## src/sv/fvs_pkg.sv

```systemverilog
// Shared types, constants and the quarter-wave sine table of the sine synth.
package fvs_pkg;

   // voices and input packing
   localparam int VOICES     = 5;
   localparam int INC_FIELDS = 5;
   localparam int INC_W      = 31;
   localparam int TICK_W     = 18;
   localparam int PHASE_W    = 32;
   localparam int AMP_W      = 12;
   localparam int LEVEL_W    = 16;

   localparam int REQ_TICK_LSB = INC_FIELDS * INC_W;
   localparam int REQ_SPAN_LSB = REQ_TICK_LSB + TICK_W;
   localparam int REQ_BITS     = REQ_SPAN_LSB + TICK_W;
   localparam int REQ_DATA_W   = ((REQ_BITS + 7) / 8) * 8;
   localparam int REQ_USER_W   = 1;
   localparam int SAMPLE_W     = 16;

   // config port
   localparam int CSR_ADDR_W = 3;
   localparam int CSR_DATA_W = 32;
   typedef enum logic [0:0] {
      CSR_AMP_NORMAL = 1'b0,
      CSR_AMP_LOUD   = 1'b1
   } csr_reg_type;
   localparam logic [AMP_W-1:0] AMP_NORMAL_RST = AMP_W'(1700);
   localparam logic [AMP_W-1:0] AMP_LOUD_RST   = AMP_W'(2500);

   // sine table: magnitudes of the first quarter wave, entries 1..QUARTER
   localparam int SINE_TABLE_DEPTH = 1024;
   localparam int SINE_AW          = $clog2(SINE_TABLE_DEPTH);
   localparam int SINE_QW_AW       = SINE_AW - 2;
   localparam int SINE_QUARTER     = SINE_TABLE_DEPTH / 4;
   localparam int SINE_MAG_W       = 16;
   localparam int SINE_W           = SINE_MAG_W + 1;

   localparam logic [63:0] KC1 = 64'd1686629713;
   localparam logic [63:0] KC3 = 64'd693598668;
   localparam logic [63:0] KC5 = 64'd85569306;
   localparam logic [63:0] KC7 = 64'd5026995;
   localparam logic [63:0] KC9 = 64'd172273;

   typedef logic [SINE_MAG_W-1:0] sine_qw_type [SINE_QUARTER];

   // Q30 odd polynomial of sin(pi/2*u), products truncated, rounded to Q15
   function automatic sine_qw_type build_sine_qw();
      sine_qw_type t;
      logic [63:0]  u;
      logic [63:0]  u2;
      logic [63:0]  r;
      logic [63:0]  s;
      logic [63:0]  e;
      for (int j = 1; j <= SINE_QUARTER; j++) begin
         u  = 64'(j) << (30 - SINE_QW_AW);
         u2 = (u * u) >> 30;
         r  = KC9;
         r  = KC7 - ((u2 * r) >> 30);
         r  = KC5 - ((u2 * r) >> 30);
         r  = KC3 - ((u2 * r) >> 30);
         r  = KC1 - ((u2 * r) >> 30);
         s  = (u * r) >> 30;
         e  = (s + 64'd16384) >> 15;
         t[j-1] = e[SINE_MAG_W-1:0];
      end
      return t;
   endfunction

   localparam sine_qw_type SINE_QW = build_sine_qw();

   // lane arithmetic
   localparam int EAMP_W  = LEVEL_W + 2;
   localparam int PROD_W  = EAMP_W + SINE_W - 1;
   localparam int SUM_W   = PROD_W + $clog2(VOICES);
   localparam int PAIRS   = (VOICES + 1) / 2;
   localparam int PAIR_W  = PROD_W + 1;

   // product -> pair -> sum
   localparam int SETTLE_CYCLES = 3;
   localparam int SETTLE_CNT_W  = $clog2(SETTLE_CYCLES);

   // divider: quotient known to fit DIV_Q_W bits
   localparam int DIV_Q_W   = 16;
   localparam int DIV_D_W   = 32;
   localparam int DIV_N_W   = DIV_D_W + DIV_Q_W;
   localparam int DIV_CNT_W = $clog2(DIV_Q_W);

   // release ramp 4*a*tick
   localparam int RAMP_W = AMP_W + TICK_W + 2;

   // soft clip
   localparam int CLIP_FRAC   = 15;
   localparam int KNEE_LO     = 30000;
   localparam int KNEE_HI     = 100000;
   localparam int KNEE_NUM    = 2767;
   localparam int KNEE_DEN    = 70000;
   localparam int FULL_SCALE  = 32767;
   localparam int KNEE_Q_W    = 32;
   localparam int KNEE_NUM_W  = 12;
   localparam int KNEE_PROD_W = KNEE_Q_W + KNEE_NUM_W;
   localparam int Y_W         = 15;
   localparam logic [KNEE_Q_W-1:0] KNEE_LO_Q  = KNEE_Q_W'(64'(KNEE_LO) << CLIP_FRAC);
   localparam logic [KNEE_Q_W-1:0] KNEE_HI_Q  = KNEE_Q_W'(64'(KNEE_HI) << CLIP_FRAC);

   // knee divide by 70000*2^15 = 4375*2^19: drop 19 bits (exact under floor),
   // then multiply by ceil(2^37/4375); exact for the 24-bit reduced numerator
   localparam int KNEE_PRE_SHIFT   = CLIP_FRAC + 4;
   localparam int KNEE_RED_W       = 24;
   localparam int KNEE_RECIP_W     = 25;
   localparam int KNEE_RECIP_SHIFT = 37;
   localparam int KNEE_MUL_W       = KNEE_RED_W + KNEE_RECIP_W;
   localparam int KNEE_QUO_W       = KNEE_MUL_W - KNEE_RECIP_SHIFT;
   localparam logic [KNEE_RECIP_W-1:0] KNEE_RECIP = KNEE_RECIP_W'(31414618);

   typedef struct packed {
      logic load;
      logic tick_zero;
      logic rest;
      logic advance;
   } lane_ctl_type;

   typedef enum logic [3:0] {
      ST_IDLE,
      ST_RAMP,
      ST_RAMP_CHK,
      ST_RAMP_DIV,
      ST_SETTLE,
      ST_CLIP,
      ST_KNEE,
      ST_KNEE_DIV,
      ST_DONE
   } fsm_state_type;

endpackage

```

## src/sv/fvs_merge.sv

```systemverilog
// Registered two-level adder tree over the lane products.
module fvs_merge (
   input  logic                                 clock,
   input  logic signed [fvs_pkg::PROD_W-1:0]    prod [fvs_pkg::VOICES],
   output logic signed [fvs_pkg::SUM_W-1:0]     sum
);
   import fvs_pkg::*;

   logic signed [PAIR_W-1:0] pair_ff [PAIRS];
   logic signed [PAIR_W-1:0] pair_in [PAIRS];
   logic signed [SUM_W-1:0]  sum_ff, sum_in;

   for (genvar p = 0; p < PAIRS; p++) begin : g_pair
      if (2 * p + 1 < VOICES) begin : g_two
         assign pair_in[p] = PAIR_W'(prod[2*p]) + PAIR_W'(prod[2*p+1]);
      end else begin : g_one
         assign pair_in[p] = PAIR_W'(prod[2*p]);
      end
   end

   always_comb begin
      sum_in = '0;
      for (int p = 0; p < PAIRS; p++) begin
         sum_in = sum_in + SUM_W'(pair_ff[p]);
      end
   end

   always_ff @(posedge clock) begin
      pair_ff <= pair_in;
      sum_ff  <= sum_in;
   end

   assign sum = sum_ff;

endmodule

```

## config.mk

```make
export PLATFORM = sky130hd
export DESIGN_NAME = fvs_merge
export DESIGN_NICKNAME = d
export VERILOG_FILES = /design/src/sv/fvs_pkg.sv /design/src/sv/fvs_merge.sv
export SDC_FILE = /design/constraint.sdc
export NUM_CORES = 1
export LEC_CHECK = 0
export ABC_AREA = 1
export BUFFER_PORTS_ARGS = -buffer_cell sky130_fd_sc_hd__buf_2
export CELL_PAD_IN_SITES_DETAIL_PLACEMENT = 1
export CELL_PAD_IN_SITES_GLOBAL_PLACEMENT = 2
export CORE_ASPECT_RATIO = 2
export CORE_MARGIN = 2
export CORE_UTILIZATION = 30
export DETAILED_ROUTE_END_ITERATION = 10
export GPL_ROUTABILITY_DRIVEN = 0
export PLACE_DENSITY = 0.85
export SLEW_MARGIN = 0
export SYNTH_ARGS = -nofsm -noshare
export SYNTH_HDL_FRONTEND = slang
export SYNTH_SLANG_ARGS = --single-unit
```

## constraint.sdc

```tcl
create_clock -name clock -period 3.1 [get_ports clock]
set_input_delay 0.62 -clock clock [delete_from_list [all_inputs] [get_ports clock]]
set_output_delay 0.62 -clock clock [all_outputs]
set_load 0.02 [all_outputs]
```

==> results of run 1 <==
## critical path, cell delays in order, from the launching register on
cell	delay [ns]
dfxtp_1	0.32
fa_1	0.48
ha_1	0.31
fa_1	0.46
nand3_1	0.11
nand3_2	0.11
nand2_1	0.09
nand2_1	0.10
nand2_1	0.09
nand2_2	0.07
nand2_1	0.15
nand2_1	0.08
nand2_1	0.08
nand2_1	0.05
## power breakdown
part	switching (mW)	internal, mW	total (mW)
clock network	0.912	1.23	2.15
logic	3.60	1.80	5.39
registers	0.248	2.32	2.57
## state kept, by name, indices dropped and copies added (netlist names)
name,cells
sum,37
pair_ff,104
## cells by family after synthesis
kind of cell | Yosys count | share of synthesized area [%]
simple gates | 867 | 32.70
compound gates | 170 | 8.329
fa+ha+maj | 141 | 19.08
xor+xnor | 52 | 4.240
flops | 141 | 26.28
buf+inv | 268 | 9.366
## cell type report
class,instances,area share (%)
Multi-Input combinational cell,1230,53.31
Sequential cell,141,21.77
Timing Repair Buffer,208,8.049
Inverter,268,7.759
Tap cell,450,4.343
Clock buffer,17,3.281
Clock inverter,15,1.486
## per-layer routing
metal  track usage, %  vias up
met1            19.36     5158
met3            2.316      107
met2            45.33      231
met5                0        -
li1                 -     5555
met4            13.94        0
## synth_stat cells
library cell	number
nand2_1	563
inv_1	268
nor2_1	164
dfxtp_1	141
a21oi_1	103
ha_1	103
nand3_1	75
xor2_1	51
o21ai_0	49
fa_1	38
nor3_1	24
nand2_2	15
o21bai_1	13
nand4_1	11
nand3_2	6
nor2_2	4
a21boi_0	3
and2_1	2
a21o_1	1
a31oi_1	1
nor2_4	1
nor3_2	1
nor4_1	1
xnor2_1	1
## worst min-delay path by stage
| stage | endpoint | cells after the start |
|---|---|---|
| final | pair_ff[3] | 1 |
| after global routing | pair_ff[25] | 1 |
| after global placement | sum[0] | 3 |
| after detailed placement | sum[0] | 3 |
| after CTS | pair_ff[4] | 1 |
| after floorplan | sum[0] | 3 |
==> flow_metrics.tcl, run 1 <==
set metrics [dict create \
    setup_viol 0 \
    yosys-top-cells-area "dfxtp_1, nand2_1, ha_1, inv_1, fa_1" \
    io_pins 208 \
    rows 98 \
    power_density_nw_per_um2 779.6 \
    min_path_type "primary input to flop" \
    nets 2178 \
    dp_slack_ns 0.4715 \
    cts_tree "built" \
    dr.pass1.iters 4 \
    drv_slew 0 \
    syn_nets 1951 \
    routed_via_density 4.745 \
    antenna_found_initial 3 \
    routed_wl_mm 40.38 \
    clkTransAtPathRegs_ns 0.07 \
    area_growth_pct 20.71 \
    cts_max_path_buffers 2 \
    ys_seq_elements 141 \
    dr_wl_met2_mm 23.13 \
    clock_skew_ns 0.009411 \
    dp.cells 2297 \
    cts_max_level 4 \
    relSlewSlack_pct 71.04 \
    multiInputGateArea_um2 6912 \
    layout_common_cells "nand2_1, inv_1, buf_2" \
    grt_overflow 0 \
    cts_buffers 17 \
    reg2reg_depth 13 \
    route.top_layer_used "met4" \
    worstPathRequired_ns 3.43 \
    drt_iter0_markers 288 \
    syn-cell-area_um2 10740 \
    regArea_um2 2823 \
    met3_wirelength_um 964 \
    tightest_slew_ns 0.4298 \
    min-delay-start "prod[3]" \
    cp.arrival_ns 2.94 \
    grt_max_degree 17 \
    die_y_um 271.6 \
    grt_pass1_wl_mm 61.93 \
    grt_pass1_vias 12266 \
    r2r_start "pair_ff[1]" \
    rrSetupSlack_ns 0.49 \
    antenna_left 0 \
    finalCritPeriodShare_pct 84.14 \
    final_area_um2 12960 \
    die_area_um2 37420 \
    clock-root-buffer "clkbuf_16" \
    startpoint "pair_ff[1]" \
    layout_commonest_cell "nand2_1" \
    yosys_warnings 0 \
    ys_seq_area_share_pct 26.28 \
    finalCriticalPeriod_ns 2.608 \
    start_util_pct 30.20 \
    synth_cell_types 24 \
    fillers 4717 \
    grt_usage_pct 22.13 \
    wl_met1_mm 13.53 \
    worst_hold_slack_ns 0.2822 \
    wl_per_cell_um 17.34 \
    hold_viol 0 \
    postPlaceCellArea_um2 12350 \
    core_um2 35560 \
    rsz0062_at_grt "no" \
    p_leak_nw 7.227 \
    drc 0 \
    final_util_pct 36.46 \
    finalWorstSetupSlack_ns 0.4916 \
    diodes 0 \
    post-cts-setup-buffers 0 \
    die_x_um 137.8 \
    finalPower_mw 10.11 \
    finalSetupTns_ns 0 \
    port_buffers 207 \
    crit_end "sum[33]" \
    drive_above_1_share_pct 14.21 \
    ctsResizeCount 0 \
    cap_violations 0 \
    critPathKind "flop to flop" \
    fmax_ghz 0.3834 \
    final_cells 2329 \
    dp_hpwl_mm 36.13 \
    synthCells 1639 \
    reg2reg_to "sum[33]" \
    critPathCaptureType "flop" \
    synth_top_area_share_pct 26.28 \
    yosysTopAreaCell "dfxtp_1" \
    avgSynthCellArea_um2 6.553 \
    status "completed" \
    via_count 11051 \
    ctsHoldBuffers 0 \
    vdd_drop_max_uv 524.9 \
    cts.sinks 141 \
    crit_path_max_fanout 4 \
    insertion_delay_ns 0.44 \
    cp-start-kind "flop" \
]
No activity file was read; power rests on OpenSTA's default activity.
==> inputs of run 2 (changes only) <==
- clock period: 3.1 -> 2.4 ns (I/O delays scaled with it)
==> run 2 against run 1 <==
Against the previous run:
- register-to-register slack got worse by 0.42 ns
- hold slack got worse by 0.16 ns
- combinational power rose by 53%
- flip-flop and latch count did not move
- setup slack got worse by 0.42 ns
- clock power rose by 25%
- sequential share of layout area fell by 0.89 points
- via count rose by 2.1%
- critical endpoint is now sum[32]
- highest routed layer unchanged
==> flow_metrics.tcl, run 2 (same netlist as run 1, synthesis figures left out) <==
set metrics [dict create \
    drive_above_1_share_pct 19.24 \
    finalCriticalPeriod_ns 2.327 \
    area_growth_pct 26.01 \
    insertion_delay_ns 0.45 \
    dp_hpwl_mm 37.14 \
    power_density_nw_per_um2 1051 \
    grt_pass1_wl_mm 63.53 \
    critPathKind "flop to flop" \
    nets 2206 \
    antenna_found_initial 1 \
    die_x_um 137.8 \
    dr_wl_met2_mm 24.96 \
    dr.pass1.iters 4 \
    clock-root-buffer "clkbuf_16" \
    core_um2 35560 \
    rows 98 \
    grt_usage_pct 22.79 \
    cts_max_level 4 \
    wl_per_cell_um 17.88 \
    final_cells 2357 \
    cp.arrival_ns 2.67 \
    grt_max_degree 19 \
    met3_wirelength_um 953 \
    port_buffers 207 \
    layout_commonest_cell "nand2_1" \
    reg2reg_depth 14 \
    critPathCaptureType "flop" \
    io_pins 208 \
    cp_top_family "simple AND/OR/NAND/NOR gates" \
    min_path_cells 1 \
    worstPathRequired_ns 2.74 \
    min_path_type "primary input to flop" \
    cts_buffers 17 \
    drc 0 \
    cts_tree "built" \
    wl_met1_mm 13.88 \
    via_count 11279 \
    path_cells "fa_1 > ha_4 > buf_4 > nand2_8 > inv_1 > nand2_1 > and2_4 > nor2_1 > nor2_1 > nand2_2 > nand2_1 > nand2_1 > nand2_1 > nand2_1" \
    final_area_um2 13530 \
    route.top_layer_used "met4" \
    largest_register_ffs 104 \
    rsz0062_at_grt "yes" \
    vdd_drop_max_uv 799.5 \
    finalWorstSetupSlack_ns 0.07306 \
    fmax_ghz 0.4297 \
    critPathSlowestCell "fa_1" \
    dp_slack_ns -0.1627 \
    die_area_um2 37420 \
    routed_via_density 4.785 \
    dp.cells 2323 \
    cts.sinks 141 \
    relSlewSlack_pct 71.44 \
    crit_cells 14 \
    hold_viol 0 \
    clkTransAtPathRegs_ns 0.07 \
    status "completed" \
    cp-start-kind "flop" \
    grt_pass1_vias 12449 \
    setup_viol 0 \
    antenna_left 0 \
    finalCritPeriodShare_pct 96.96 \
    worst_hold_slack_ns 0.1262 \
    cp_num_buf_inv 2 \
    layout_common_cells "nand2_1, inv_1, buf_2" \
    drt_iter0_markers 293 \
    largest-register "pair_ff" \
    grt_overflow 0 \
    routed_wl_mm 42.15 \
    drv_slew 0 \
    cts_max_path_buffers 2 \
    finalSetupTns_ns 0 \
    max_stage_delay_ns 0.60 \
    crit_path_max_fanout 5 \
    postPlaceCellArea_um2 12540 \
    die_y_um 271.6 \
    cp_common_cell "nand2_1" \
    p_leak_nw 7.354 \
    diodes 0 \
    clock_skew_ns 0.01172 \
    start_util_pct 30.20 \
    cap_violations 0 \
    tightest_slew_ns 0.4240 \
]
[run 2: repair_timing]
item	CTS	global route
endpoints found under the setup margin	15	23
resized for setup	10	78
hold buffers	0	0
buffers inserted	2	0
pin swaps	3	13
[run 2: final timing paths]
check | start | to | slack, ns
max | pair_ff[81] | sum[32] | 0.07
min reg2reg | pair_ff[70] | sum[0] | 0.58
min | prod[3] | pair_ff[3] | 0.13
max reg2reg | pair_ff[81] | sum[32] | 0.07
[run 2: metal layers]
metal | up-vias | global-route usage (%)
met5 | - | 0
met4 | 0 | 12.46
met3 | 106 | 2.689
met2 | 239 | 47.94
met1 | 5328 | 19.43
li1 | 5606 | -
[run 2: where the power goes]
| part | internal, mW | total [mW] | leakage [nW] | switching [mW] |
|---|---|---|---|---|
| clock | 1.41 | 2.68 | 0.296 | 1.27 |
| combinational | 2.99 | 8.23 | 5.87 | 5.23 |
| sequential | 3.00 | 3.31 | 1.19 | 0.314 |
[run 2: worst reg2reg max path, delay by kind of cell, from the launching register on]
kind | cells | cell delay, ns
simple gates | 10 | 0.87
fa+ha+maj | 2 | 0.82
buf+inv | 2 | 0.20
flops | 1 | 0.33
[run 2: area by class of cell]
type | instances | area [um2]
Clock buffer | 17 | 425.4
Clock inverter | 15 | 183.9
Fill cell | 4701 | 22020
Inverter | 268 | 1006
Multi-Input combinational cell | 1230 | 7276
Sequential cell | 141 | 2826
Tap cell | 450 | 563.0
Timing Repair Buffer | 236 | 1254
[run 2: per-stage QoR]
step                util, %  total power [mW]
floorplan                 -             7.877
global placement      35.27             10.58
detailed placement    35.27             10.76
CTS                   37.18             13.67
global route          38.06             15.26
finish                38.06             14.22
==> inputs of run 3 (changes only) <==
- PLACE_DENSITY: 0.85 -> 0.82
- RECOVER_POWER: unset -> 25
- SLEW_MARGIN: 0 -> unset
==> run 3 against run 2 <==
Against the previous run:
- combinational power shrank 1%
- wire length shrank 1.8%
- largest power group unchanged
- sequential power about the same
==> flow_metrics.tcl, run 3 (same netlist as run 1, synthesis figures left out) <==
set metrics [dict create \
    drc 0 \
    finalCritPeriodShare_pct 96.11 \
    critPathCaptureType "flop" \
    dp_hpwl_mm 36.67 \
    io_pins 208 \
    clock-root-buffer "clkbuf_16" \
    routed_wl_mm 41.41 \
    swShare_pct 46.87 \
    largest-register "pair_ff" \
    fmax_ghz 0.4335 \
    largest_register_ffs 104 \
    cp.arrival_ns 2.68 \
    grt_pass1_vias 12263 \
    wl_met1_mm 13.55 \
    critPathKind "flop to flop" \
    nets 2212 \
    tightest_slew_ns 0.3909 \
    vdd_drop_max_uv 694.8 \
    setup_viol 0 \
    p_int_mw 7.539 \
    dp_slack_ns -0.1030 \
    worst_hold_slack_ns 0.1217 \
    drv_slew 0 \
    worstPathRequired_ns 2.77 \
    antenna_left 0 \
    met3_wirelength_mm 1.003 \
    relSlewSlack_pct 73.85 \
    dr.pass1.iters 4 \
    finalCriticalPeriod_ns 2.307 \
    p_switching_mw 6.651 \
    p_leak_nw 7.330 \
    min_path_cells 1 \
    grt_max_degree 18 \
    reg2reg_depth 11 \
    startpoint "pair_ff[46]" \
    final_util_pct 37.98 \
    cts_max_path_buffers 2 \
    layout_common_cells "nand2_1, inv_1, buf_2" \
    cts_tree "built" \
    fillers 4662 \
    rrSetupSlack_ns 0.09 \
    r2r_start "pair_ff[46]" \
    layout_commonest_cell "nand2_1" \
    routed_via_density 4.740 \
    dr_wl_met2_mm 24.87 \
    cts.sinks 141 \
    crit_end "sum[12]" \
    core_um2 35560 \
    finalPower_mw 14.19 \
    crit_path_max_fanout 5 \
    min_path_type "primary input to flop" \
    drt_iter0_markers 318 \
    die_area_um2 37420 \
    diodes 0 \
    finalWorstSetupSlack_ns 0.09337 \
    rows 98 \
    die_y_um 271.6 \
    clock_skew_ns 0.008112 \
    grt_pass1_wl_mm 62.78 \
    clkTransAtPathRegs_ns 0.07 \
    antenna_found_initial 2 \
    cp-start-kind "flop" \
    grt_usage_pct 22.48 \
    power_density_nw_per_um2 1051 \
    clkPwrFrac_pct 19.3 \
    area_growth_pct 25.76 \
    multiInputGateArea_um2 7217 \
    wl_per_cell_um 17.52 \
    hold_viol 0 \
    route.top_layer_used "met4" \
    cts_max_level 4 \
    die_x_um 137.8 \
    port_buffers 207 \
    ctsHoldBuffers 0 \
    combPwrFrac_pct 57.4 \
    reg2reg_to "sum[12]" \
    status "completed" \
    cap_violations 0 \
    seqPwrFrac_pct 23.4 \
    grt_overflow 0 \
    insertion_delay_ns 0.45 \
    via_count 11201 \
    regArea_um2 2828 \
    drive_above_1_share_pct 18.35 \
    start_util_pct 30.20 \
    cts_buffers 17 \
]
==> run 3: cell types whose count changed in the layout (fill, tap and decap cells not counted), moves of 3 or more <==
cell / delta
buf_2: -14
buf_4: +6
clkbuf_1: +14
nand3_1: +3
nand3_2: -5
nor2_1: +3
==> run 3: metrics by stage <==
stage,cell area (um2),setup TNS (ns),std cells
global placement,12580,-0.03424,2328
floorplan,10740,0,1639
CTS,13210,0,2360
global route,13510,-0.1949,2363
finish,13510,0,2363
detailed placement,12580,-0.6830,2328
==> run 3: power groups by stage <==
| stage | Clock (mW) | Sequential [mW] | Combinational [mW] |
|---|---|---|---|
| floorplan | 0 | 3.66 | 4.22 |
| global placement | 0 | 3.36 | 7.30 |
| detailed placement | 0 | 3.37 | 7.44 |
| CTS | 2.77 | 3.33 | 7.52 |
| global route | 2.88 | 3.38 | 9.01 |
| finish | 2.73 | 3.32 | 8.14 |
==> run 3: worst min-delay path by stage <==
| stage | startpoint | end |
|---|---|---|
| finish | prod[0] | pair_ff[0] |
| global placement | pair_ff[70] | sum[0] |
| detailed placement | prod[31] | pair_ff[31] |
| floorplan | prod[0] | pair_ff[0] |
| global route | prod[2] | pair_ff[2] |
| CTS | prod[0] | pair_ff[0] |
==> run 3: area by class of cell <==
type | instances | share of cell area (%)
Timing Repair Buffer | 242 | 9.486
Tap cell | 450 | 4.169
Multi-Input combinational cell | 1230 | 53.43
Clock inverter | 15 | 1.380
Sequential cell | 141 | 20.94
Inverter | 268 | 7.448
Clock buffer | 17 | 3.150
==> run 3: routing by layer <==
layer	vias up	GRT usage [%]
met5	-	0
met4	0	10.28
met3	93	2.353
met2	225	48.26
met1	5267	19.37
li1	5616	-
==> run 3: critical path, cell delays in order (launching register included) <==
cell	delay (ns)
dfxtp_1	0.33
fa_1	0.58
ha_4	0.22
buf_4	0.15
nand2_4	0.10
inv_1	0.05
nand2_1	0.08
and2_4	0.15
nand2_1	0.09
buf_4	0.14
a31oi_1	0.19
xnor2_1	0.15
==> run 3: what timing repair did <==
item,CTS,global route
endpoints found under the hold margin,0,0
pin swaps,0,8
buffers inserted,0,3
setup endpoints to repair,14,20
gates resized for setup,8,74
