--- src/sv/fvs_pkg.sv ---
// Shared types, constants and the quarter-wave sine table of the sine synth.
package fvs_pkg;

   // voices and input packing
   localparam int VOICES     = 5;
   localparam int INC_FIELDS = 5;
   localparam int INC_W      = 31;
   localparam int TICK_W     = 18;
   localparam int PHASE_W    = 32;
   localparam int AMP_W      = 12;
   localparam int LEVEL_W    = 16;

   localparam int REQ_TICK_LSB = INC_FIELDS * INC_W;
   localparam int REQ_SPAN_LSB = REQ_TICK_LSB + TICK_W;
   localparam int REQ_BITS     = REQ_SPAN_LSB + TICK_W;
   localparam int REQ_DATA_W   = ((REQ_BITS + 7) / 8) * 8;
   localparam int REQ_USER_W   = 1;
   localparam int SAMPLE_W     = 16;

   // config port
   localparam int CSR_ADDR_W = 3;
   localparam int CSR_DATA_W = 32;
   typedef enum logic [0:0] {
      CSR_AMP_NORMAL = 1'b0,
      CSR_AMP_LOUD   = 1'b1
   } csr_reg_type;
   localparam logic [AMP_W-1:0] AMP_NORMAL_RST = AMP_W'(1700);
   localparam logic [AMP_W-1:0] AMP_LOUD_RST   = AMP_W'(2500);

   // sine table: magnitudes of the first quarter wave, entries 1..QUARTER
   localparam int SINE_TABLE_DEPTH = 1024;
   localparam int SINE_AW          = $clog2(SINE_TABLE_DEPTH);
   localparam int SINE_QW_AW       = SINE_AW - 2;
   localparam int SINE_QUARTER     = SINE_TABLE_DEPTH / 4;
   localparam int SINE_MAG_W       = 16;
   localparam int SINE_W           = SINE_MAG_W + 1;

   localparam logic [63:0] KC1 = 64'd1686629713;
   localparam logic [63:0] KC3 = 64'd693598668;
   localparam logic [63:0] KC5 = 64'd85569306;
   localparam logic [63:0] KC7 = 64'd5026995;
   localparam logic [63:0] KC9 = 64'd172273;

   typedef logic [SINE_MAG_W-1:0] sine_qw_type [SINE_QUARTER];

   // Q30 odd polynomial of sin(pi/2*u), products truncated, rounded to Q15
   function automatic sine_qw_type build_sine_qw();
      sine_qw_type t;
      logic [63:0]  u;
      logic [63:0]  u2;
      logic [63:0]  r;
      logic [63:0]  s;
      logic [63:0]  e;
      for (int j = 1; j <= SINE_QUARTER; j++) begin
         u  = 64'(j) << (30 - SINE_QW_AW);
         u2 = (u * u) >> 30;
         r  = KC9;
         r  = KC7 - ((u2 * r) >> 30);
         r  = KC5 - ((u2 * r) >> 30);
         r  = KC3 - ((u2 * r) >> 30);
         r  = KC1 - ((u2 * r) >> 30);
         s  = (u * r) >> 30;
         e  = (s + 64'd16384) >> 15;
         t[j-1] = e[SINE_MAG_W-1:0];
      end
      return t;
   endfunction

   localparam sine_qw_type SINE_QW = build_sine_qw();

   // lane arithmetic
   localparam int EAMP_W  = LEVEL_W + 2;
   localparam int PROD_W  = EAMP_W + SINE_W - 1;
   localparam int SUM_W   = PROD_W + $clog2(VOICES);
   localparam int PAIRS   = (VOICES + 1) / 2;
   localparam int PAIR_W  = PROD_W + 1;

   // product -> pair -> sum
   localparam int SETTLE_CYCLES = 3;
   localparam int SETTLE_CNT_W  = $clog2(SETTLE_CYCLES);

   // divider: quotient known to fit DIV_Q_W bits
   localparam int DIV_Q_W   = 16;
   localparam int DIV_D_W   = 32;
   localparam int DIV_N_W   = DIV_D_W + DIV_Q_W;
   localparam int DIV_CNT_W = $clog2(DIV_Q_W);

   // release ramp 4*a*tick
   localparam int RAMP_W = AMP_W + TICK_W + 2;

   // soft clip
   localparam int CLIP_FRAC   = 15;
   localparam int KNEE_LO     = 30000;
   localparam int KNEE_HI     = 100000;
   localparam int KNEE_NUM    = 2767;
   localparam int KNEE_DEN    = 70000;
   localparam int FULL_SCALE  = 32767;
   localparam int KNEE_Q_W    = 32;
   localparam int KNEE_NUM_W  = 12;
   localparam int KNEE_PROD_W = KNEE_Q_W + KNEE_NUM_W;
   localparam int Y_W         = 15;
   localparam logic [KNEE_Q_W-1:0] KNEE_LO_Q  = KNEE_Q_W'(64'(KNEE_LO) << CLIP_FRAC);
   localparam logic [KNEE_Q_W-1:0] KNEE_HI_Q  = KNEE_Q_W'(64'(KNEE_HI) << CLIP_FRAC);

   // knee divide by 70000*2^15 = 4375*2^19: drop 19 bits (exact under floor),
   // then multiply by ceil(2^37/4375); exact for the 24-bit reduced numerator
   localparam int KNEE_PRE_SHIFT   = CLIP_FRAC + 4;
   localparam int KNEE_RED_W       = 24;
   localparam int KNEE_RECIP_W     = 25;
   localparam int KNEE_RECIP_SHIFT = 37;
   localparam int KNEE_MUL_W       = KNEE_RED_W + KNEE_RECIP_W;
   localparam int KNEE_QUO_W       = KNEE_MUL_W - KNEE_RECIP_SHIFT;
   localparam logic [KNEE_RECIP_W-1:0] KNEE_RECIP = KNEE_RECIP_W'(31414618);

   typedef struct packed {
      logic load;
      logic tick_zero;
      logic rest;
      logic advance;
   } lane_ctl_type;

   typedef enum logic [3:0] {
      ST_IDLE,
      ST_RAMP,
      ST_RAMP_CHK,
      ST_RAMP_DIV,
      ST_SETTLE,
      ST_CLIP,
      ST_KNEE,
      ST_KNEE_DIV,
      ST_DONE
   } fsm_state_type;

endpackage

--- src/sv/fvs_div.sv ---
// Restoring divider, one quotient bit per cycle; quotient must fit DIV_Q_W bits.
module fvs_div (
   input  logic                            clock,
   input  logic                            reset,
   input  logic                            start,
   input  logic [fvs_pkg::DIV_N_W-1:0]     num,
   input  logic [fvs_pkg::DIV_D_W-1:0]     den,
   output logic                            done,
   output logic [fvs_pkg::DIV_Q_W-1:0]     quo
);
   import fvs_pkg::*;

   logic                  busy_ff, busy_in;
   logic                  done_ff, done_in;
   logic [DIV_CNT_W-1:0]  cnt_ff, cnt_in;
   logic [DIV_D_W-1:0]    rem_ff, rem_in;
   logic [DIV_D_W-1:0]    den_ff, den_in;
   logic [DIV_Q_W-1:0]    bits_ff, bits_in;
   logic [DIV_D_W:0]      trial;
   logic                  ge;

   always_comb begin
      busy_in = busy_ff;
      done_in = 1'b0;
      cnt_in  = cnt_ff;
      rem_in  = rem_ff;
      den_in  = den_ff;
      bits_in = bits_ff;
      // numerator bits shift out the top of bits_ff, quotient bits shift in below
      trial   = {rem_ff, bits_ff[DIV_Q_W-1]};
      ge      = trial >= {1'b0, den_ff};
      if (start) begin
         busy_in = 1'b1;
         cnt_in  = '0;
         rem_in  = num[DIV_N_W-1:DIV_Q_W];
         bits_in = num[DIV_Q_W-1:0];
         den_in  = den;
      end else if (busy_ff) begin
         rem_in  = ge ? DIV_D_W'(trial - {1'b0, den_ff}) : trial[DIV_D_W-1:0];
         bits_in = {bits_ff[DIV_Q_W-2:0], ge};
         cnt_in  = cnt_ff + DIV_CNT_W'(1);
         if (cnt_ff == DIV_CNT_W'(DIV_Q_W - 1)) begin
            busy_in = 1'b0;
            done_in = 1'b1;
         end
      end
   end

   always_ff @(posedge clock) begin
      if (reset) begin
         busy_ff <= 1'b0;
         done_ff <= 1'b0;
         cnt_ff  <= '0;
      end else begin
         busy_ff <= busy_in;
         done_ff <= done_in;
         cnt_ff  <= cnt_in;
      end
   end

   always_ff @(posedge clock) begin
      rem_ff  <= rem_in;
      den_ff  <= den_in;
      bits_ff <= bits_in;
   end

   assign done = done_ff;
   assign quo  = bits_ff;

endmodule

--- config.mk ---
export PLATFORM = sky130hd
export DESIGN_NAME = fvs_div
export DESIGN_NICKNAME = d
export VERILOG_FILES = /design/src/sv/fvs_pkg.sv /design/src/sv/fvs_div.sv
export SDC_FILE = /design/constraint.sdc
export NUM_CORES = 1
export LEC_CHECK = 0
export ABC_CLOCK_PERIOD_IN_PS = 3650
export BUFFER_PORTS_ARGS = -buffer_cell sky130_fd_sc_hd__buf_2
export CORE_MARGIN = 2
export CORE_UTILIZATION = 39
export CTS_CLUSTER_SIZE = 8
export DETAILED_ROUTE_END_ITERATION = 12
export SYNTH_ARGS = -nofsm -noshare
export SYNTH_HDL_FRONTEND = slang
export SYNTH_SLANG_ARGS = --single-unit
--- constraint.sdc ---
create_clock -name clock -period 3.65 [get_ports clock]
set_input_delay 0.5475 -clock clock [delete_from_list [all_inputs] [get_ports clock]]
set_output_delay 0.5475 -clock clock [all_outputs]
set_load 0.005 [all_outputs]
==> metrics.log, run 1 <==
INFO  metric layout.core_utilization = 0.4737
INFO  metric powerDensity = 729.1 nW/um^2
INFO  metric detail_route.vias_per_cell = 5.175
INFO  metric ys_async_sr_fraction = 0
INFO  metric drv.max_cap_violation_count = 0
INFO  metric synth_top_family_by_area = multiplexers
INFO  metric synthXorXnorAreaFrac = 0.05332
INFO  metric drt_pre_antenna_iters = 4
INFO  metric critical-path-slowest-cell = fa_1
INFO  metric worstMarginPinSlew = 0.6566 ns
INFO  metric grt_overflow_total = 0
INFO  metric die_area = 14,860 um^2
INFO  metric die-width = 121.9 um
INFO  metric worst_ep_arrival_time = 3.62 ns
INFO  metric start_util = 0.3951
INFO  metric fin_crit = 3.508 ns
INFO  metric floorplan_row_count = 43
INFO  metric synth_compound_area_frac = 0.1353
INFO  metric fmax = 285.1 MHz
INFO  metric path_cells = inv_1 -> ha_1 -> inv_1 -> fa_1 -> a211oi_2 -> o21bai_1 -> o2111ai_2 -> nand2_1 -> a221o_1 -> or2_1 -> xor2_1 -> mux2_4 -> mux2_2
INFO  metric crit_path_max_incr_delay = 0.43 ns
INFO  metric cts_root_buf = clkbuf_16
INFO  metric skew = 0.01361 ns
INFO  metric run_status = complete, no violations
INFO  metric htree_num_levels = 3
INFO  metric detail-route-antenna-nets = 0
INFO  metric setup_viol = 0
INFO  metric detailedRoute.firstIterationViolations = 197
INFO  metric detail_route.wl_per_cell = 16.31 um
INFO  metric portBuffers = 99
INFO  metric place.gp.congestion = 0.8451
INFO  metric fin_crit_sh = 0.9610
INFO  metric pre_cts_slack = 0.09356 ns
INFO  metric kind_of_end_point_of_the_critical_path = flop
INFO  metric area_used_by_multi_input_combinational_logic = 2696 um^2
INFO  metric register_area = 2522 um^2
INFO  metric boundaryPins = 100
INFO  metric layout-drive-gt1-share = 0.3379
INFO  metric diodes = 0
INFO  metric fillerInstances = 1,297
INFO  metric place.detailed.hpwl = 9255 um
INFO  metric num_vias = 3,933
INFO  metric antenna_found_initial = 0
INFO  metric track_usage = 0.1711
INFO  metric floorplan.core_area = 13,720 um^2
INFO  metric clk_pin_slew_worst_paths = 0.07 ns
INFO  metric muxShareOfSynthArea = 0.1385
INFO  metric worstPathMaxFanout = 3
INFO  metric cts_tree = yes
INFO  metric r2r_setup_slk = 0.14 ns
INFO  metric cts-buffers-inserted = 9
INFO  metric fp.dieH = 121.9 um
INFO  metric worstSetupStartpointType = flop
INFO  metric postLayoutSetupSlackWorst = 0.1423 ns
INFO  metric worst_ir_drop_vdd = 0.2705 mV
INFO  metric rsz_0062_raised_after_global_routing = yes
INFO  metric finalHoldViolations = 0
INFO  metric cts-root-to-sink-buffers = 2
INFO  metric drc_errors = 0
INFO  metric grt_start_max_net_pins = 57
INFO  metric synth_edf_count = 80
INFO  metric synthesized_area = 5420 um^2
INFO  metric synth-adder-area-share = 0.07987
INFO  metric post_synth_and_or_nand_nor_area_fraction = 0.08749
INFO  metric design.final.nets = 692
INFO  metric cts-hold-fix-buffers = 0
INFO  metric synth_nets = 583
INFO  metric cp.buffers_inverters = 2
INFO  metric grt_pass1_wl = 19,710 um
INFO  metric detail_route.wirelength = 12,390 um
INFO  metric timing.critical_path.max_delay_family = compound AO/OA/AOI/OAI gates
INFO  metric clk-insertion-delay-late = 0.36 ns
INFO  metric ys_seq_elements = 86
INFO  metric postSynthCellCount = 466
INFO  metric ys_seq_area_frac = 0.4654
INFO  metric kind_of_path_behind_the_tightest_hold_check = in -> reg
INFO  metric synth.yosys.warnings = 0
INFO  metric p_leak = 0.002824 uW
INFO  metric syn2layout_area_growth = 19.90%
INFO  metric worst_ep_required_time = 3.76 ns
INFO  metric slew_violations = 0
INFO  metric number_of_global_route_vias_before_repair = 3,988
INFO  metric timing_worst_setup_path_type = reg -> reg
INFO  metric relSlewSlack = 0.5623
INFO  metric yosys_most_used_dff = edfxtp_1
INFO  metric ys_types = 59
INFO  metric path_common_cell = inv_1
INFO  metric syn-mean-instance-area = 11.63 um^2
INFO  metric numClockSinks = 86
==> registers in the layout, summed over array words and instances, names as in the netlist <==
name	cells
busy_ff	1
cnt_ff	4
den_ff	32
done	1
quo	16
rem_ff	32
==> synthesized netlist by cell type, types with 5 or more instances <==
master	number	share of area
nand2_1	30	0.021
a221o_1	6	0.011
xor2_1	11	0.018
a31oi_1	5	0.0058
dfxtp_1	6	0.022
nor3b_1	6	0.0083
mux2_4	12	0.033
xnor2_1	22	0.036
o21ai_0	17	0.016
inv_1	38	0.026
edfxtp_1	80	0.44
nand4_1	6	0.0069
ha_1	33	0.076
mux2i_1	12	0.022
mux2_2	40	0.083
nor3_1	5	0.0046
clkbuf_1	11	0.0076
and3_1	8	0.0092
a21o_1	12	0.017
a21oi_1	29	0.027
nor2_1	14	0.0097
==> report_power, final <==
part	leakage (uW)	switching, uW	internal [uW]	total, uW
Clock	0.000151	421	539	960
Combinational	0.00183	1150	1180	2330
Sequential	0.000846	104	1340	1440
Total	0.00282	1680	3060	4740
==> worst reg2reg max path, stage by stage (launching register included) <==
cell and delay (ns):
edfxtp_1 0.40, inv_1 0.10, ha_1 0.17, inv_1 0.06, fa_1 0.43, a211oi_2 0.25
o21bai_1 0.16, o2111ai_2 0.23, nand2_1 0.15, a221o_1 0.39, or2_1 0.26, xor2_1 0.15
mux2_4 0.26, mux2_2 0.25
==> worst paths after layout <==
check / start / endpoint / cells past startpoint
max: quo[15] / rem_ff[24] / 13
min: den[30] / den_ff[30] / 1
min reg2reg: cnt_ff[3] / done / 2
max reg2reg: quo[15] / rem_ff[24] / 13
==> layout make-up <==
type / count / share of cell area
Sequential cell: 86 / 0.3881
Timing Repair Buffer: 112 / 0.09357
Clock buffer: 9 / 0.03466
Inverter: 38 / 0.02195
Clock inverter: 7 / 0.01213
Tap cell: 180 / 0.03466
Multi-Input combinational cell: 328 / 0.4149
==> layout by cell type, fill, tap and decap left out, types with 6 or more instances in the layout <==
| cell | n |
|---|---|
| nor3b_1 | 6 |
| nand2_1 | 30 |
| mux2_2 | 40 |
| o21ai_0 | 17 |
| ha_1 | 33 |
| xor2_1 | 11 |
| clkbuf_16 | 9 |
| and3_1 | 8 |
| nor2_1 | 14 |
| a21oi_1 | 29 |
| buf_2 | 98 |
| buf_4 | 13 |
| mux2_4 | 12 |
| nand4_1 | 6 |
| xnor2_1 | 22 |
| a21o_1 | 12 |
| dfxtp_1 | 6 |
| mux2i_1 | 12 |
| a221o_1 | 6 |
| edfxtp_1 | 80 |
| inv_1 | 38 |
==> per-stage QoR <==
step	TNS, ns	hold WS [ns]	cell area, um^2	power, uW	instances
6_report	0	0.3583	6499	4738	760
3_3_place_gp	0	0.4610	6141	3710	739
4_1_cts	0	0.3471	6445	4731	755
5_1_grt	-0.05925	0.3457	6499	5058	760
2_1_floorplan	0	0.4392	5420	3236	466
3_5_place_dp	0	0.4606	6141	3746	739
==> cell families after synthesis <==
group                    count (synthesis)
flip-flops                              86
adder cells (fa/ha/maj)                 34
multiplexers                            64
buffers and inverters                   52
XOR/XNOR                                33
AND/OR/NAND/NOR                         93
AO/OA/AOI/OAI                          104
==> per-layer routing <==
metal,vias to the layer above,share of wire,wire length [um],GRT usage
li1,1958,-,-,-
met1,1899,0.45,5523,0.2129
met2,63,0.50,6228,0.2909
met3,13,0.040,496,0.04728
met4,0,0.012,146,0.04885
met5,-,0,0,0
==> repair_timing <==
| action | in CTS | in global routing |
|---|---|---|
| buffers inserted | 0 | 5 |
| endpoints found under the setup margin | 0 | 6 |
| endpoints found under the hold margin | 0 | 0 |
| resized for setup | 0 | 3 |
Note: power is estimated with default switching activity, not from simulation.
==> run 2: changes to the inputs <==
--- a/config.mk
+++ b/config.mk
@@ -5,12 +5,13 @@
 export SDC_FILE = /design/constraint.sdc
 export NUM_CORES = 1
 export LEC_CHECK = 0
-export ABC_CLOCK_PERIOD_IN_PS = 3650
+export ABC_CLOCK_PERIOD_IN_PS = 3750
 export BUFFER_PORTS_ARGS = -buffer_cell sky130_fd_sc_hd__buf_2
 export CORE_MARGIN = 2
-export CORE_UTILIZATION = 39
+export CORE_UTILIZATION = 50
 export CTS_CLUSTER_SIZE = 8
 export DETAILED_ROUTE_END_ITERATION = 12
+export PLACE_DENSITY = 0.73
 export SYNTH_ARGS = -nofsm -noshare
 export SYNTH_HDL_FRONTEND = slang
 export SYNTH_SLANG_ARGS = --single-unit
==> constraint.sdc (replaced) <==
create_clock -name clock -period 3.75 [get_ports clock]
set_input_delay 0.5625 -clock clock [delete_from_list [all_inputs] [get_ports clock]]
set_output_delay 0.5625 -clock clock [all_outputs]
set_load 0.005 [all_outputs]
==> run 2 against run 1 <==
Against the previous run:
- clock power down 29%
- global-route usage increased by 3.4 points
- count of clock-buffer cells in the layout did not move
- via count fell by 0.84%
- combinational power down 6%
- largest power group unchanged
- routed wire length shrank 9.7%
- critical path depth is the same
- first-iteration DRC count is 2.5% lower
- sequential power shrank 3%
- core utilization rose by 11 points
- power shrank 10%
- flip-flop and latch count unchanged
==> metrics.log, run 2 (synthesized netlist as in run 1, its figures left out) <==
INFO  metric antenna_found_initial = 0 (unchanged)
INFO  metric worst_ep_required_time = 3.89 ns (+0.13 ns)
INFO  metric floorplan_row_count = 38 (-12%)
INFO  metric worstPathMaxFanout = 3 (unchanged)
INFO  metric kind_of_end_point_of_the_critical_path = flop
INFO  metric finalHoldViolations = 0 (unchanged)
INFO  metric grt_overflow_total = 0 (unchanged)
INFO  metric place.detailed.hpwl = 8251 um (-11%)
INFO  metric cts_repair_resizes = 0 (unchanged)
INFO  metric clk-insertion-delay-late = 0.39 ns (+0.03 ns)
INFO  metric portBuffers = 99 (unchanged)
INFO  metric pre_cts_slack = 0.3055 ns (+0.2119 ns)
INFO  metric boundaryPins = 100 (unchanged)
INFO  metric post-cts-setup-buffers = 0 (unchanged)
INFO  metric postLayoutCellArea = 6275 um^2 (-3.4%)
INFO  metric num_vias = 3,900 (-0.84%)
INFO  metric cts_tree = yes
INFO  metric detail_route.vias_per_cell = 5.462 (+5.5%)
INFO  metric powerDensity = 678.2 nW/um^2 (-7.0%)
INFO  metric reg2reg_to = rem_ff[24]
INFO  metric number_of_global_route_vias_before_repair = 4,003 (+0.38%)
INFO  metric timing_worst_setup_path_type = reg -> reg
INFO  metric final_cell_mix = buf_2 (98), edfxtp_1 (80), mux2_2 (40)
INFO  metric layout.core_utilization = 0.5866 (+0.1129)
INFO  metric dpl-instance-area = 6071 um^2 (-1.1%)
INFO  metric worst_ir_drop_vdd = 0.3543 mV (+31%)
INFO  metric critPathLaunch = quo[15]
INFO  metric cts_root_buf = clkbuf_8
INFO  metric postLayoutSetupSlackWorst = 0.3548 ns (+0.2125 ns)
INFO  metric drt_pre_antenna_iters = 4 (unchanged)
INFO  metric detail_route.wl_per_cell = 15.68 um (-3.9%)
INFO  metric p_leak = 0.002738 uW (-3.1%)
INFO  metric htree_num_levels = 3 (unchanged)
INFO  metric drv.max_cap_violation_count = 0 (unchanged)
INFO  metric grt_start_max_net_pins = 54 (-5.3%)
INFO  metric layout_commonest_cell = buf_2
INFO  metric worst_ep_arrival_time = 3.54 ns (-0.08 ns)
INFO  metric worstSetupStartpointType = flop
INFO  metric place.gp.congestion = 0.8725 (+3.2%)
INFO  metric register_area = 2522 um^2 (unchanged)
INFO  metric fin_crit_sh = 0.9054 (-0.05563)
INFO  metric critical_path.endpoint = rem_ff[24]
INFO  metric floorplan.core_area = 10,700 um^2 (-22%)
INFO  metric cts-hold-fix-buffers = 0 (unchanged)
INFO  metric cts-root-to-sink-buffers = 2 (unchanged)
INFO  metric setup-tns-final = 0 ns (unchanged)
INFO  metric die_area = 11,690 um^2 (-21%)
INFO  metric run_status = complete, no violations
INFO  metric power = 4255 uW (-10%)
INFO  metric ff2ff_path_depth = 13 (unchanged)
INFO  metric fp.dieH = 108.1 um (-11%)
INFO  metric kind_of_path_behind_the_tightest_hold_check = in -> reg
INFO  metric start_util = 0.5067 (+0.1116)
INFO  metric skew = 0.009793 ns (-0.003820 ns)
INFO  metric detail_route.wirelength = 11,190 um (-9.7%)
INFO  metric detailedRoute.firstIterationViolations = 192 (-2.5%)
INFO  metric die-width = 108.1 um (-11%)
INFO  metric setup_viol = 0 (unchanged)
INFO  metric drc_errors = 0 (unchanged)
INFO  metric numClockSinks = 86 (unchanged)
INFO  metric design.final.nets = 686 (-0.87%)
INFO  metric fmax = 294.5 MHz (+3.3%)
INFO  metric cts-buffers-inserted = 9 (unchanged)
INFO  metric area_used_by_multi_input_combinational_logic = 2686 um^2 (-0.37%)
INFO  metric diodes = 0 (unchanged)
INFO  metric track_usage = 0.2050 (+0.03387)
INFO  metric syn2layout_area_growth = 15.77%
INFO  metric worstMarginPinSlew = 0.6988 ns (+0.04219 ns)
INFO  metric fin_crit = 3.395 ns (-0.1125 ns)
INFO  metric rr_startpoint = quo[15]
INFO  metric clk_pin_slew_worst_paths = 0.09 ns (+0.02 ns)
INFO  metric grt_pass1_wl = 18,570 um (-5.8%)
INFO  metric rsz_0062_raised_after_global_routing = no
INFO  metric r2r_setup_slk = 0.35 ns (+0.21 ns)
INFO  metric slew_violations = 0 (unchanged)
INFO  metric fillerInstances = 937 (-28%)
INFO  metric layout-drive-gt1-share = 0.3275 (-0.01040)
INFO  metric relSlewSlack = 0.5342 (-0.02812)
INFO  metric detail-route-antenna-nets = 0 (unchanged)
-- run 2: cell count changes in the layout (fill, tap and decap cells not counted), sizes merged --
cell / delta
buf: -6
clkinvlp: +1
inv: -2
clkinv: +1
-- run 2: per-layer routing --
layer  part of all wire  up-vias  GRT usage
li1                   -     1954          -
met1               0.46     1854     0.2662
met2               0.48       77     0.3257
met3              0.045       15    0.05425
met4              0.018        0    0.08425
met5                  0        -          0
-- run 2: worst max-delay path, cell delays in order (launching register included) --
cell and delay [ns]:
edfxtp_1 0.39, inv_1 0.09, ha_1 0.17, inv_1 0.05
fa_1 0.41, a211oi_1 0.26, o21bai_1 0.16, o2111ai_2 0.22
nand2_1 0.14, a221o_1 0.35, or2_1 0.25, xor2_1 0.15
mux2_4 0.26, mux2_2 0.26
-- run 2: worst min-delay path by stage --
stage,start,endpoint,depth (start not counted)
floorplan,cnt_ff[3],done,2
detailed placement,cnt_ff[3],done,2
global route,reset,busy_ff,2
CTS,reset,busy_ff,2
finish,reset,busy_ff,2
global placement,cnt_ff[3],done,2
-- run 2: report_power, final --
group | internal (uW) | leakage [uW] | total [uW] | switching (uW)
sequential | 1300 | 0.000846 | 1400 | 96.4
clock | 310 | 0.0000996 | 677 | 367
combinational | 1090 | 0.00179 | 2180 | 1090
total | 2700 | 0.00274 | 4260 | 1550
-- run 2: area by class of cell --
type                       instances  area share
tap                              140     0.02792
clock buffer                       9     0.01974
multi-input combinational        328      0.4281
inverter                          38     0.02273
sequential                        86      0.4020
timing repair buffer             106     0.08774
clock inverter                     7     0.01176
-- run 2: metrics by stage --
step	cells	hold WS, ns
after detailed placement	698	0.4660
after floorplan	466	0.4392
final	714	0.3350
after global placement	698	0.4533
after CTS	714	0.3219
after global routing	714	0.3054
